`src/rtl/pmt_pkg.sv`:
```
`default_nettype none

package pmt_pkg;

  localparam int POS_BITS  = 13;
  localparam int CFG_W     = 13;
  localparam int CFG_IDX_W = 1;
  localparam int DELTA_W   = 9;
  localparam int SUM_W     = ((POS_BITS > CFG_W) ? POS_BITS : CFG_W) + 2;

  localparam logic [POS_BITS-1:0] POS_MASK = {POS_BITS{1'b1}};

  localparam logic [CFG_W-1:0] MAX_X_RESET = CFG_W'(1920);
  localparam logic [CFG_W-1:0] MAX_Y_RESET = CFG_W'(1080);

  localparam int HDR_SYNC_BIT  = 3;
  localparam int HDR_XSIGN_BIT = 4;
  localparam int HDR_YSIGN_BIT = 5;

  localparam logic [CFG_IDX_W-1:0] CFG_MAX_X = CFG_IDX_W'(0);
  localparam logic [CFG_IDX_W-1:0] CFG_MAX_Y = CFG_IDX_W'(1);

  typedef enum logic [1:0] {
    PH_HUNT = 2'd0,
    PH_DX   = 2'd1,
    PH_DY   = 2'd2
  } phase_t;

  typedef enum logic [1:0] {
    MK_NONE = 2'd0,
    MK_MOVE = 2'd1,
    MK_DRAG = 2'd2
  } motion_t;

  // add a signed delta and clamp to [0, min(top, POS_MASK)]
  function automatic logic [POS_BITS-1:0] move_clamp(
    input logic [POS_BITS-1:0]       pos,
    input logic signed [DELTA_W-1:0] delta,
    input logic [CFG_W-1:0]          top
  );
    logic signed [SUM_W-1:0] s;
    logic signed [SUM_W-1:0] lim;
    logic signed [SUM_W-1:0] top_w;
    logic signed [SUM_W-1:0] mask_w;
    logic signed [SUM_W-1:0] res;
    s      = $signed({{(SUM_W-POS_BITS){1'b0}}, pos}) + SUM_W'(delta);
    top_w  = $signed({{(SUM_W-CFG_W){1'b0}}, top});
    mask_w = $signed({{(SUM_W-POS_BITS){1'b0}}, POS_MASK});
    lim    = (top_w > mask_w) ? mask_w : top_w;
    res    = s;
    if (s < 0) res = '0;
    else if (s > lim) res = lim;
    return res[POS_BITS-1:0];
  endfunction

endpackage

`default_nettype wire

```
`src/rtl/ps2_mouse_packet_tracker_top.sv`:
```
// an input transfer reaches out_valid through the input register, then
//   decode/add/clamp into the result register
// throughput: one byte per cycle; a stalled result holds the input register
// every third byte of a packet gives one result, dropped header bytes give none
// reset (rst_n low, synchronous): hunting for a header, cursor and buttons zero,
//   max_x = 1920, max_y = 1080, pipeline empty
`default_nettype none

module ps2_mouse_packet_tracker_top (
  input  wire logic                              clk,
  input  wire logic                              rst_n,
  input  wire logic                              in_valid,
  output logic                                   in_stall,
  input  wire logic [7:0]                        in_rx_byte,
  output logic                                   out_valid,
  input  wire logic                              out_stall,
  output logic [pmt_pkg::POS_BITS-1:0]           out_pos_x,
  output logic [pmt_pkg::POS_BITS-1:0]           out_pos_y,
  output logic [1:0]                             out_button_bits,
  output logic signed [pmt_pkg::DELTA_W-1:0]     out_delta_x,
  output logic signed [pmt_pkg::DELTA_W-1:0]     out_delta_y,
  output logic                                   out_click,
  output logic [1:0]                             out_motion_kind,
  input  wire logic                              cfg_we,
  input  wire logic [pmt_pkg::CFG_IDX_W-1:0]     cfg_index,
  input  wire logic [pmt_pkg::CFG_W-1:0]         cfg_wdata
);

  logic [pmt_pkg::CFG_W-1:0] max_x_r;
  logic [pmt_pkg::CFG_W-1:0] max_y_r;

  logic       s1_valid_r;
  logic [7:0] s1_byte_r;

  pmt_pkg::phase_t             phase_r, phase_nxt;
  logic [7:0]                  header_r, header_nxt;
  logic [7:0]                  dx_hold_r, dx_hold_nxt;
  logic [pmt_pkg::POS_BITS-1:0] cur_x_r, cur_x_nxt;
  logic [pmt_pkg::POS_BITS-1:0] cur_y_r, cur_y_nxt;
  logic [1:0]                  prev_btn_r, prev_btn_nxt;

  logic                                 res_valid_nxt;
  logic signed [pmt_pkg::DELTA_W-1:0]   dx, dy;
  logic [1:0]                           btn;
  logic                                 click;
  pmt_pkg::motion_t                     kind;

  logic out_free;
  logic s1_go;

  assign out_free = !out_valid || !out_stall;
  assign s1_go    = s1_valid_r && out_free;
  assign in_stall = s1_valid_r && !out_free;

  // configuration registers
  always_ff @(posedge clk) begin
    if (!rst_n) begin
      max_x_r <= pmt_pkg::MAX_X_RESET;
      max_y_r <= pmt_pkg::MAX_Y_RESET;
    end else if (cfg_we) begin
      case (cfg_index)
        pmt_pkg::CFG_MAX_X: max_x_r <= cfg_wdata;
        pmt_pkg::CFG_MAX_Y: max_y_r <= cfg_wdata;
        default: ;
      endcase
    end
  end

  // input register
  always_ff @(posedge clk) begin
    if (!rst_n) begin
      s1_valid_r <= 1'b0;
    end else if (!in_stall) begin
      s1_valid_r <= in_valid;
    end
  end

  always_ff @(posedge clk) begin
    if (!in_stall && in_valid) begin
      s1_byte_r <= in_rx_byte;
    end
  end

  // decode, accumulate and clamp
  always_comb begin
    phase_nxt     = phase_r;
    header_nxt    = header_r;
    dx_hold_nxt   = dx_hold_r;
    cur_x_nxt     = cur_x_r;
    cur_y_nxt     = cur_y_r;
    prev_btn_nxt  = prev_btn_r;
    res_valid_nxt = 1'b0;

    dx    = $signed({header_r[pmt_pkg::HDR_XSIGN_BIT], dx_hold_r});
    dy    = $signed({header_r[pmt_pkg::HDR_YSIGN_BIT], s1_byte_r});
    btn   = header_r[1:0];
    click = (prev_btn_r == 2'd0) && (btn != 2'd0);
    if (dx == '0 && dy == '0) kind = pmt_pkg::MK_NONE;
    else if (btn != 2'd0)     kind = pmt_pkg::MK_DRAG;
    else                      kind = pmt_pkg::MK_MOVE;

    if (s1_go) begin
      case (phase_r)
        pmt_pkg::PH_DX: begin
          dx_hold_nxt = s1_byte_r;
          phase_nxt   = pmt_pkg::PH_DY;
        end
        pmt_pkg::PH_DY: begin
          phase_nxt     = pmt_pkg::PH_HUNT;
          cur_x_nxt     = pmt_pkg::move_clamp(cur_x_r, dx, max_x_r);
          cur_y_nxt     = pmt_pkg::move_clamp(cur_y_r, dy, max_y_r);
          prev_btn_nxt  = btn;
          res_valid_nxt = 1'b1;
        end
        default: begin
          // hunting: only a byte with the sync bit starts a packet
          if (s1_byte_r[pmt_pkg::HDR_SYNC_BIT]) begin
            header_nxt = s1_byte_r;
            phase_nxt  = pmt_pkg::PH_DX;
          end else begin
            phase_nxt  = pmt_pkg::PH_HUNT;
          end
        end
      endcase
    end
  end

  always_ff @(posedge clk) begin
    if (!rst_n) begin
      phase_r    <= pmt_pkg::PH_HUNT;
      cur_x_r    <= '0;
      cur_y_r    <= '0;
      prev_btn_r <= '0;
    end else begin
      phase_r    <= phase_nxt;
      cur_x_r    <= cur_x_nxt;
      cur_y_r    <= cur_y_nxt;
      prev_btn_r <= prev_btn_nxt;
    end
  end

  always_ff @(posedge clk) begin
    header_r  <= header_nxt;
    dx_hold_r <= dx_hold_nxt;
  end

  // result register
  always_ff @(posedge clk) begin
    if (!rst_n) begin
      out_valid <= 1'b0;
    end else if (out_free) begin
      out_valid <= res_valid_nxt;
    end
  end

  always_ff @(posedge clk) begin
    if (res_valid_nxt) begin
      out_pos_x       <= cur_x_nxt;
      out_pos_y       <= cur_y_nxt;
      out_button_bits <= btn;
      out_delta_x     <= dx;
      out_delta_y     <= dy;
      out_click       <= click;
      out_motion_kind <= kind;
    end
  end

endmodule

`default_nettype wire

```
`config.mk`:
```
export PLATFORM = sky130hd
export DESIGN_NAME = ps2_mouse_packet_tracker_top
export DESIGN_NICKNAME = d
export VERILOG_FILES = /design/src/rtl/pmt_pkg.sv /design/src/rtl/ps2_mouse_packet_tracker_top.sv
export SDC_FILE = /design/constraint.sdc
export NUM_CORES = 1
export LEC_CHECK = 0
export BUFFER_PORTS_ARGS = -buffer_cell sky130_fd_sc_hd__buf_2
export CAP_MARGIN = 20
export CORE_MARGIN = 2
export CORE_UTILIZATION = 60
export CTS_BUF_LIST = sky130_fd_sc_hd__clkbuf_4
export CTS_CLUSTER_SIZE = 14
export DETAILED_ROUTE_END_ITERATION = 10
export GPL_ROUTABILITY_DRIVEN = 0
export GPL_TIMING_DRIVEN = 1
export PLACE_DENSITY = 0.81
export RECOVER_POWER = 50
export SLEW_MARGIN = 30
export SYNTH_ARGS = -nofsm -noshare
export SYNTH_HDL_FRONTEND = slang
export SYNTH_SLANG_ARGS = --single-unit
```
`constraint.sdc`:
```
create_clock -name clk -period 4.95 [get_ports clk]
set_input_delay 0.2475 -clock clk [delete_from_list [all_inputs] [get_ports clk]]
set_output_delay 0.2475 -clock clk [all_outputs]
set_load 0.02 [all_outputs]
```
==> results of run 1 <==
-- routing by layer --
layer / track usage [%] / routed length, um
met2: 48.57 / 8729
met5: 0 / 0
met1: 37.56 / 7493
met3: 7.077 / 1444
met4: 13.09 / 659
-- final cells by class --
cell class                      instances  area (um2)
Sequential cell                       127        3233
Timing Repair Buffer                  109       621.8
Inverter                               51       191.4
Tap cell                              143       178.9
Clock inverter                         15       123.9
Clock buffer                           17       127.6
Multi-Input combinational cell        507        3403
Fill cell                             885        3490
-- critical path: cells and delay by family, from the launching register on --
family	cells	cell delay, ns
muxes	1	0.28
xor gates and xnor gates	1	0.17
DFF	1	0.51
AOI/OAI and AO/OA	8	1.29
buffers and inverters	2	0.30
and+or+nand+nor	3	0.77
adders and majority gates	3	1.03
-- metrics by stage --
step                      hold slack (ns)  total power, mW  instances  utilization [%]
after floorplan                    0.3464            1.274        716                -
after global placement             0.4255            1.324        913            65.47
after detailed placement           0.4258            1.332        913            65.49
after CTS                          0.2140            1.984        968            69.73
after global routing               0.2325            2.062        969            69.31
final                              0.2374            1.990        969            69.31
-- flip-flops by register name, summed over array words and instances, names as in the netlist --
signal / count
dx_hold_r: 8
out_button_bits: 2
phase_r: 2
s1_byte_r: 8
prev_btn_r: 2
cur_x_r: 13
max_y_r: 13
out_valid: 1
cur_y_r: 13
out_pos_x: 13
s1_valid_r: 1
out_delta_y: 9
header_r: 4
out_delta_x: 9
out_motion_kind: 2
out_click: 1
max_x_r: 13
out_pos_y: 13
-- kinds of logic after synthesis --
kind of cell               Yosys count  synth area share [%]
and+or+nand+nor                    229                 15.21
AOI/OAI and AO/OA                  185                 18.16
adders and majority gates           59                 10.84
muxes                               14                 2.016
buffers and inverters               82                 4.752
DFF                                127                 46.51
xor gates and xnor gates            20                 2.520
-- final timing paths --
check                                           startpoint                          to  slack (ns)  depth (start not counted)
worst max register to register      s1_byte_r[0]$_DFFE_PP_      out_pos_y[1]$_DFFE_PP_        0.32                         18
worst min register to register  prev_btn_r[1]$_SDFFE_PN0P_  prev_btn_r[1]$_SDFFE_PN0P_        0.48                          2
worst min-delay path                                cfg_we     max_y_r[9]$_SDFFE_PN0P_        0.24                          4
worst max-delay path                s1_byte_r[0]$_DFFE_PP_      out_pos_y[1]$_DFFE_PP_        0.32                         18
-- power by group --
group          internal [mW]  switching [mW]
Combinational         0.0742           0.109
Clock                  0.215           0.445
Sequential              1.12          0.0227
-- cells in the final DEF (no fill, tap or decap), types with 5 or more instances in the layout --
master,instances
a21oi_1,40
a221o_1,5
nor4_1,6
o211ai_1,16
mux2i_1,14
dlygate4sd3_1,23
o2111ai_1,7
nor2_1,30
a211oi_1,5
inv_6,6
edfxtp_1,69
o21ai_1,22
xnor2_1,15
nand3_1,21
clkbuf_1,47
a31oi_1,5
clkbuf_4,17
a21o_1,6
dfxtp_1,58
nor3_1,23
nor2b_1,14
xor2_1,5
a311o_1,7
nand2_1,107
nand4_1,5
o21a_1,10
ha_1,57
buf_2,31
buf_4,8
inv_1,50
o21ai_0,21
-- synthesized netlist by cell type, types with 14 or more instances --
library cell / count
nand2_1: 107
edfxtp_1: 69
dfxtp_1: 58
ha_1: 57
inv_1: 51
a21oi_1: 40
nor2_1: 31
nor3_1: 23
o21ai_1: 22
nand3_1: 21
o21ai_0: 21
clkbuf_1: 19
o211ai_1: 16
xnor2_1: 15
mux2i_1: 14
nor2b_1: 14
-- repair_timing --
action,4_1_cts,5_1_grt
endpoints found under the hold margin,35,0
setup endpoints to repair,0,16
setup buffers,0,1
resized for setup,0,2
hold buffers,23,0
==> results.md, run 1 <==
- Max clock buf depth: 2
- CTS H-tree depth: 4
- Setup TNS: 0 ns
- Yosys top cell by area: edfxtp_1
- Critical Path Start Type: flop
- Fraction of layout cells with a size suffix above 1: 10.53%
- Static leakage: 3.069 nW
- Hold crit path type: in -> reg
- Syn. warnings: 0
- Arrival time at the worst endpoint: 4.88 ns
- Die ar.: 12460 um2
- Crit. End Element: flop
- Final Net Count: 899
- Clock skew: 0.03114 ns
- Share of Yosys cell area claimed by the top area cell type: 29.81%
- CTS clk-pin slew, worst paths: 0.13 ns
- WL/cell: ~19 um
- Crit Path Category: reg -> reg
- Finish-stage setup viols: 0
- Core Area: 11370 um2
- DIE HEIGHT: 111.6 um
- Slowest cell delay on critical path: 0.51 ns
- PortBufs: 77
- Seq cells post-synth: 127
- Die span in x: 111.6 um
- Post-Syn Area: 6952 um2
- Initial Util: 61.14%
- Max Slew Vio Count: 33
- Synth Area per Inst: 9.709 um2
- Worst-path fanout max: 9
- CP Data Required Time: 5.20 ns
- Vias/cell: 6.267
- Cell area after layout: 7880 um2
- Cell Pwr Density: 252.5 nW/um2
- Total CTS buffers: 17
- Status: finished with violations
- CTS tree: built
- Total Wirelength: approximately 18 mm
- Final period utilization: 93.57%
- All-Layer GR Usage: roughly 30%
- Num ports: 78
- Post-layout min period: 4.632 ns
- Final ANT Viol Nets: 0
- Post-synth ARST share: 0%
- Vias in the first global route: 5935
- Post-DP Area: 7446 um2
- Initial DRC Count: 549
- Critical-path top delay cell: edfxtp_1
- Syn_nets: 802
- DP Wirelength: 13.16 mm
- Root Driver: clkbuf_4
- Final Hold Viols: 0
- Largest net degree at the start of global routing: 42
- First drt pass iteration count: 11
- DR DRC count: 1
- Worst-Skew Late Latency: 0.54 ns
- Unrepaired setup endpoints after global routing: no
- Max cap viols: 1
- P&R area growth vs syn: 13.35%
- Initial antenna violation count: 0
- CTS sink cnt: 127
- Grt total ovfl: 0
- Mapped Cells: 716
- Cell mode on critical path: ha_1
- First-pass GRT wire length: between 20 and 30 mm
- Sequential cell area fraction in the yosys report: between 40% and 50%
- Setup WS pre-CTS: approximately 0.25 ns
- # rows: 39
- Diode count: 0
- Slew HR: -11.39%
- Failing checks: design-rule violations, max-capacitance violations, max-slew violations
- Synth top area cells: edfxtp_1 30%, dfxtp_1 17%, ha_1 10%
- Post-synth EDFFs: 69
- Actual slew at the worst max-slew pin: 1.671 ns
- Most common flop cell mapped by yosys: edfxtp_1
- Post-synth cell types: 65
- Routed via count: approximately 6100
- Post-route worst setup slack: 0.3184 ns
- Max frequency: 215.9 MHz
- Peak supply drop: 0.0001417 V
- Cells along the critical path: ha_1, inv_1, fa_1, nor2b_1, o31a_1, o21bai_1, a31oi_1, o41ai_1, xor2_1, ha_1, nand4_1, or4_1, o21ai_0, a211oi_1, a21oi_2, buf_4, mux2i_1, o22ai_1
(Power assumes the default switching activity.)
==> inputs of run 2 (changes only) <==
==> constraint.sdc (replaced) <==
create_clock -name clk -period 4.95 [get_ports clk]
set_input_delay 0.495 -clock clk [delete_from_list [all_inputs] [get_ports clk]]
set_output_delay 0.495 -clock clk [all_outputs]
set_load 0.02 [all_outputs]
==> run 2 against run 1 <==
Compared with the run above: the run ends with max-capacitance violations, max-slew violations left; sequential share of layout area grew 0.80 points; total power rose by 0.92%; core utilization is 1.3 points lower; clock-buffer cell count grew 1; critical path type unchanged; critical endpoint is now out_pos_x[7]$_DFFE_PP_.
==> results.md, run 2 (synthesis gave the netlist of run 1 again) <==
- Status: finished with violations
- Failing checks: max-capacitance violations, max-slew violations
- CTS sink cnt: roughly 130
- Crit. End Element: flop
- Combinational power share: 8.7%
- Power share of the clock group: 34.3%
- Largest net degree at the start of global routing: 33
- Worst-path fanout max: 15
- Unrepaired setup endpoints after global routing: no
- Fraction of layout cells with a size suffix above 1: roughly 13%
- Arrival time at the worst endpoint: 4.98 ns
- Total Wirelength: around 18 mm
- CP Data Required Time: 5.27 ns
- Grt met1 use: 36.34%
- Max Slew Vio Count: 33
- Final ANT Viol Nets: 0
- # rows: 39
- Static leakage: 3.046 nW
- Post-layout min period: 4.654 ns
- Util after Layout: 67.98%
- DP Wirelength: 13.27 mm
- Initial DRC Count: 436
- Commonest non-fill, non-tap cell in the layout: nand2_1
- Actual slew at the worst max-slew pin: ~1.7 ns
- Total CTS buffers: 17
- Vias/cell: 6.317
- Hold crit path type: in -> reg
- Final Total Pwr: 2.008 mW
- Final period utilization: 94.02%
- All-Layer GR Usage: 29.03%
- Vias in the first global route: 5811
- Max frequency: 214.9 MHz
- Final Hold Viols: 0
- Core Area: roughly 11000 um2
- Worst-Skew Late Latency: 0.58 ns
- Max cap viols: 1
- Post-route worst setup slack: 0.2961 ns
- Max clock buf depth: 2
- First drt pass iteration count: 6
- DIE HEIGHT: 111.6 um
- Switching share of total power: between 20% and 30%
- CTS clk-pin slew, worst paths: 0.13 ns
- Root Driver: clkbuf_4
- Initial Util: a little over 60%
- P&R area growth vs syn: 11.18%
- Slew HR: -12.95%
- Met2 Track Usage GR: 46.46%
- GRT met3 Usage: under 10%
- PortBufs: 77
- WL/cell: 18.67 um
- Grt total ovfl: 0
- Peak supply drop: 0.0001777 V
- Num ports: between 70 and 80
- Setup WS pre-CTS: 0.2781 ns
- First-pass GRT wire length: 28.43 mm
- Critical Path Start Type: flop
- Grt peak-use layer: met2
- Setup TNS: 0 ns
- Post-DP Area: 7458 um2
- Most frequent cells in the layout: 107 x nand2_1, 69 x edfxtp_1, 58 x dfxtp_1
- Flop pwr share: 57.1%
- DR DRC count: 0
- Clock skew: around 0.023 ns
- Crit Path Category: reg -> reg
- Switch Pwr: about 560 uW
- Cell area after layout: 7729 um2
- Routed via count: 6014
- CTS H-tree depth: 4
- Finish-stage setup viols: 0
- CTS tree: built
- Initial antenna violation count: 1
- Internal: 1.451 mW
- Final Net Count: 881
- Cell Pwr Density: 259.9 nW/um2
- Die span in x: 111.6 um
- Die ar.: 12460 um2
- Hold buffers post-CTS: 0
-- run 2: path summary, 6_finish.rpt --
kind                                  end  slack [ns]               startpoint  cells past startpoint
setup / recovery   out_pos_x[7]$_DFFE_PP_        0.30   dx_hold_r[4]$_DFFE_PP_                     16
hold / removal     s1_byte_r[6]$_DFFE_PP_        0.08            in_rx_byte[6]                      1
setup reg to reg   out_pos_x[7]$_DFFE_PP_        0.30   dx_hold_r[4]$_DFFE_PP_                     16
hold reg to reg   max_x_r[2]$_SDFFE_PN0P_        0.48  max_x_r[2]$_SDFFE_PN0P_                      2
-- run 2: worst max-delay path, cell delays in order, from the launching register on --
cell	delay [ns]
edfxtp_1	0.43
ha_1	0.38
a21o_1	0.21
or4_4	0.44
o21ai_2	0.25
o21ai_0	0.16
xnor2_1	0.20
inv_1	0.11
ha_1	0.32
and4_1	0.20
nand3_1	0.12
a211o_1	0.26
a31oi_2	0.34
a32o_1	0.34
buf_4	0.28
nor3_1	0.08
a311o_1	0.28
-- run 2: routing by layer --
layer	share of wire, %	vias up
li1	-	2781
met1	39	2813
met2	47	349
met3	9.7	71
met4	3.9	0
met5	0	-
-- run 2: stage by stage --
stage / instances / hold slack (ns)
2_1_floorplan: 716 / 0.4363
3_3_place_gp: 915 / 0.4426
3_5_place_dp: 915 / 0.4603
4_1_cts: 947 / 0.05142
5_1_grt: 952 / 0.06556
6_report: 952 / 0.07864
-- run 2: timing repair --
action / CTS / global route
buffers inserted: 0 / 4
resized for setup: 0 / 3
endpoints found under the setup margin: 0 / 19
-- run 2: layout make-up --
| class | count | area [um2] |
|---|---|---|
| antenna | 1 | 2.502 |
| clock buffer | 18 | 135.1 |
| clock inverter | 14 | 131.4 |
| fill | 894 | 3641 |
| inverter | 51 | 191.4 |
| multi-input combinational | 507 | 3415 |
| sequential | 127 | 3233 |
| tap | 143 | 178.9 |
| timing repair buffer | 91 | 441.7 |
-- run 2: power groups by stage --
stage | sequential (mW) | clock, mW | combinational [mW]
global route | 1.15 | 0.737 | 0.191
finish | 1.15 | 0.688 | 0.174
global placement | 1.17 | 0 | 0.158
detailed placement | 1.17 | 0 | 0.165
floorplan | 1.16 | 0 | 0.115
CTS | 1.14 | 0.694 | 0.167
==> inputs of run 3 (changes only) <==
Settings changed: BUFFER_PORTS_ARGS -buffer_cell sky130_fd_sc_hd__buf_2 to -buffer_cell sky130_fd_sc_hd__clkbuf_2.
==> run 3 against run 2 <==
Compared with the run above: the flow still finishes with violations (max-capacitance violations, max-slew violations); non-clock buffer count did not move; combinational power about the same; worst hold slack gained 0.054 ns; largest cell class unchanged; routed wire length is 0.29% higher; first-iteration DRC count grew 36%; clock power shrank 1%; maximum frequency is essentially flat; sequential share of layout area up 0.075 points; global-route usage increased by 0.10 points.
==> results.md, run 3 (synthesis gave the netlist of run 1 again) <==
- Final Hold Viols: 0
- CP Data Required Time: between 5 and 6 ns
- Die ar.: roughly 12000 um2
- P&R area growth vs syn: 10.98%
- Die span in x: 111.6 um
- Cell Pwr Density: 259.0 nW/um2
- First-pass GRT wire length: 29.00 mm
- Core Area: 11370 um2
- Final ANT Viol Nets: 0
- Post-layout min period: 4.652 ns
- CTS tree: built
- Routed via count: between 6000 and 7000
- Clock skew: 0.01947 ns
- Critical path launch point: dx_hold_r[4]$_DFFE_PP_
- Critical Path Start Type: flop
- Setup TNS: 0 ns
- Static leakage: just over 3 nW
- Final Total Pwr: around 2 mW
- Initial Util: 61.14%
- Max cap viols: 1
- Util after Layout: 67.86%
- Cells along the critical path: ha_1, a21o_1, or4_4, o21ai_2, o21ai_0, xnor2_1, inv_1, ha_1, and4_1, nand3_1, a211o_1, a31oi_1, a32o_1, buf_4, nor3_1, a311o_1
- Crit. End Element: flop
- Crit Path Category: reg -> reg
- PortBufs: 77
- Most frequent cells in the layout: 107 x nand2_1, 69 x edfxtp_1, 58 x dfxtp_1
- Met2 Track Usage GR: 46.46%
- Setup WS pre-CTS: between 0.2 and 0.25 ns
- Failing checks: max-capacitance violations, max-slew violations
- RR Startpoint: dx_hold_r[4]$_DFFE_PP_
- Max frequency: ~210 MHz
- Worst-path fanout max: 15
- Commonest non-fill, non-tap cell in the layout: nand2_1
- Hold buffers post-CTS: 0
- Finish-stage setup viols: 0
- Fraction of layout cells with a size suffix above 1: 12.52%
- Arrival time at the worst endpoint: about 5 ns
- GRT met3 Usage: about 6.4%
- Slew HR: -11.97%
- WL/cell: roughly 19 um
- Fillers: about 900
- Max Slew Vio Count: 33
- Num ports: ~80
- Grt met1 use: a little under two fifths
- Root Driver: clkbuf_4
- Slowest cell delay on critical path: 0.44 ns
- Largest net degree at the start of global routing: 33
- Critical-path top delay cell: edfxtp_1
- CTS sink cnt: 127
- Status: finished with violations
- Vias in the first global route: 5950
- Unrepaired setup endpoints after global routing: no
- Hold crit path type: in -> reg
- Worst-Skew Late Latency: 0.54 ns
- First drt pass iteration count: 6
- DR DRC count: 0
- Post-route worst setup slack: 0.2976 ns
- Cell mode on critical path: ha_1
- All-Layer GR Usage: 29.13%
- HP Start: in_rx_byte[5]
- Final Net Count: 881
- Cell area after layout: 7715 um2
- Final period utilization: 93.99%
- # rows: 39
- Total Wirelength: 17.83 mm
- DP Wirelength: between 10 and 15 mm
- Initial DRC Count: about 600
- Peak supply drop: 0.0001647 V
- Actual slew at the worst max-slew pin: 1.680 ns
- Total CTS buffers: 17
- Grt peak-use layer: met2
- Vias/cell: 6.315
- DIE HEIGHT: 111.6 um
- CTS clk-pin slew, worst paths: 0.12 ns
- CTS H-tree depth: 4
- Initial antenna violation count: 1
- Grt total ovfl: 0
- Post-DP Area: approximately 7500 um2
- Max clock buf depth: 2
## run 3: critical path, delay by kind of cell (launching register included)
family | cells | cell delay (ns)
AOI/OAI and AO/OA | 7 | 1.94
xor gates and xnor gates | 1 | 0.17
adders and majority gates | 2 | 0.67
buffers and inverters | 2 | 0.36
DFF | 1 | 0.44
and+or+nand+nor | 4 | 0.81
## run 3: what timing repair did
item | CTS | global route
gates resized for setup | 0 | 2
endpoints found under the setup margin | 0 | 12
setup buffers | 0 | 4
## run 3: routing by layer
layer	up-vias	wire length [um]
li1	2790	-
met1	2817	7171
met2	340	8402
met3	59	1618
met4	0	633
met5	-	0
## run 3: worst paths after layout
| check | endpoint | slack, ns | cells past startpoint |
|---|---|---|---|
| worst max-delay path | out_pos_x[6]$_DFFE_PP_ | 0.30 | 16 |
| worst min-delay path | s1_byte_r[5]$_DFFE_PP_ | 0.13 | 1 |
| worst max register to register | out_pos_x[6]$_DFFE_PP_ | 0.30 | 16 |
| worst min register to register | prev_btn_r[1]$_SDFFE_PN0P_ | 0.47 | 2 |
## run 3: through the flow
stage               cells  hold WS (ns)
floorplan             716        0.4363
global placement      915        0.4427
detailed placement    915        0.4477
CTS                   946        0.1128
global route          951        0.1086
finish                951        0.1331
## run 3: final cells by class
class / instances / area (um2) / share of cell area, %
multi-input combinational: 507 / 3408 / 44.18
timing repair buffer: 91 / 440.4 / 5.709
clock inverter: 14 / 132.6 / 1.719
tap: 143 / 178.9 / 2.319
clock buffer: 17 / 127.6 / 1.654
antenna: 1 / 2.502 / 0.03244
inverter: 51 / 191.4 / 2.481
sequential: 127 / 3233 / 41.91
## run 3: where the power goes
| group | internal [mW] | switching (mW) | total, mW |
|---|---|---|---|
| Combinational | 0.0644 | 0.108 | 0.172 |
| Sequential | 1.12 | 0.0223 | 1.15 |
| Clock | 0.255 | 0.425 | 0.680 |
| Total | 1.44 | 0.555 | 2.00 |
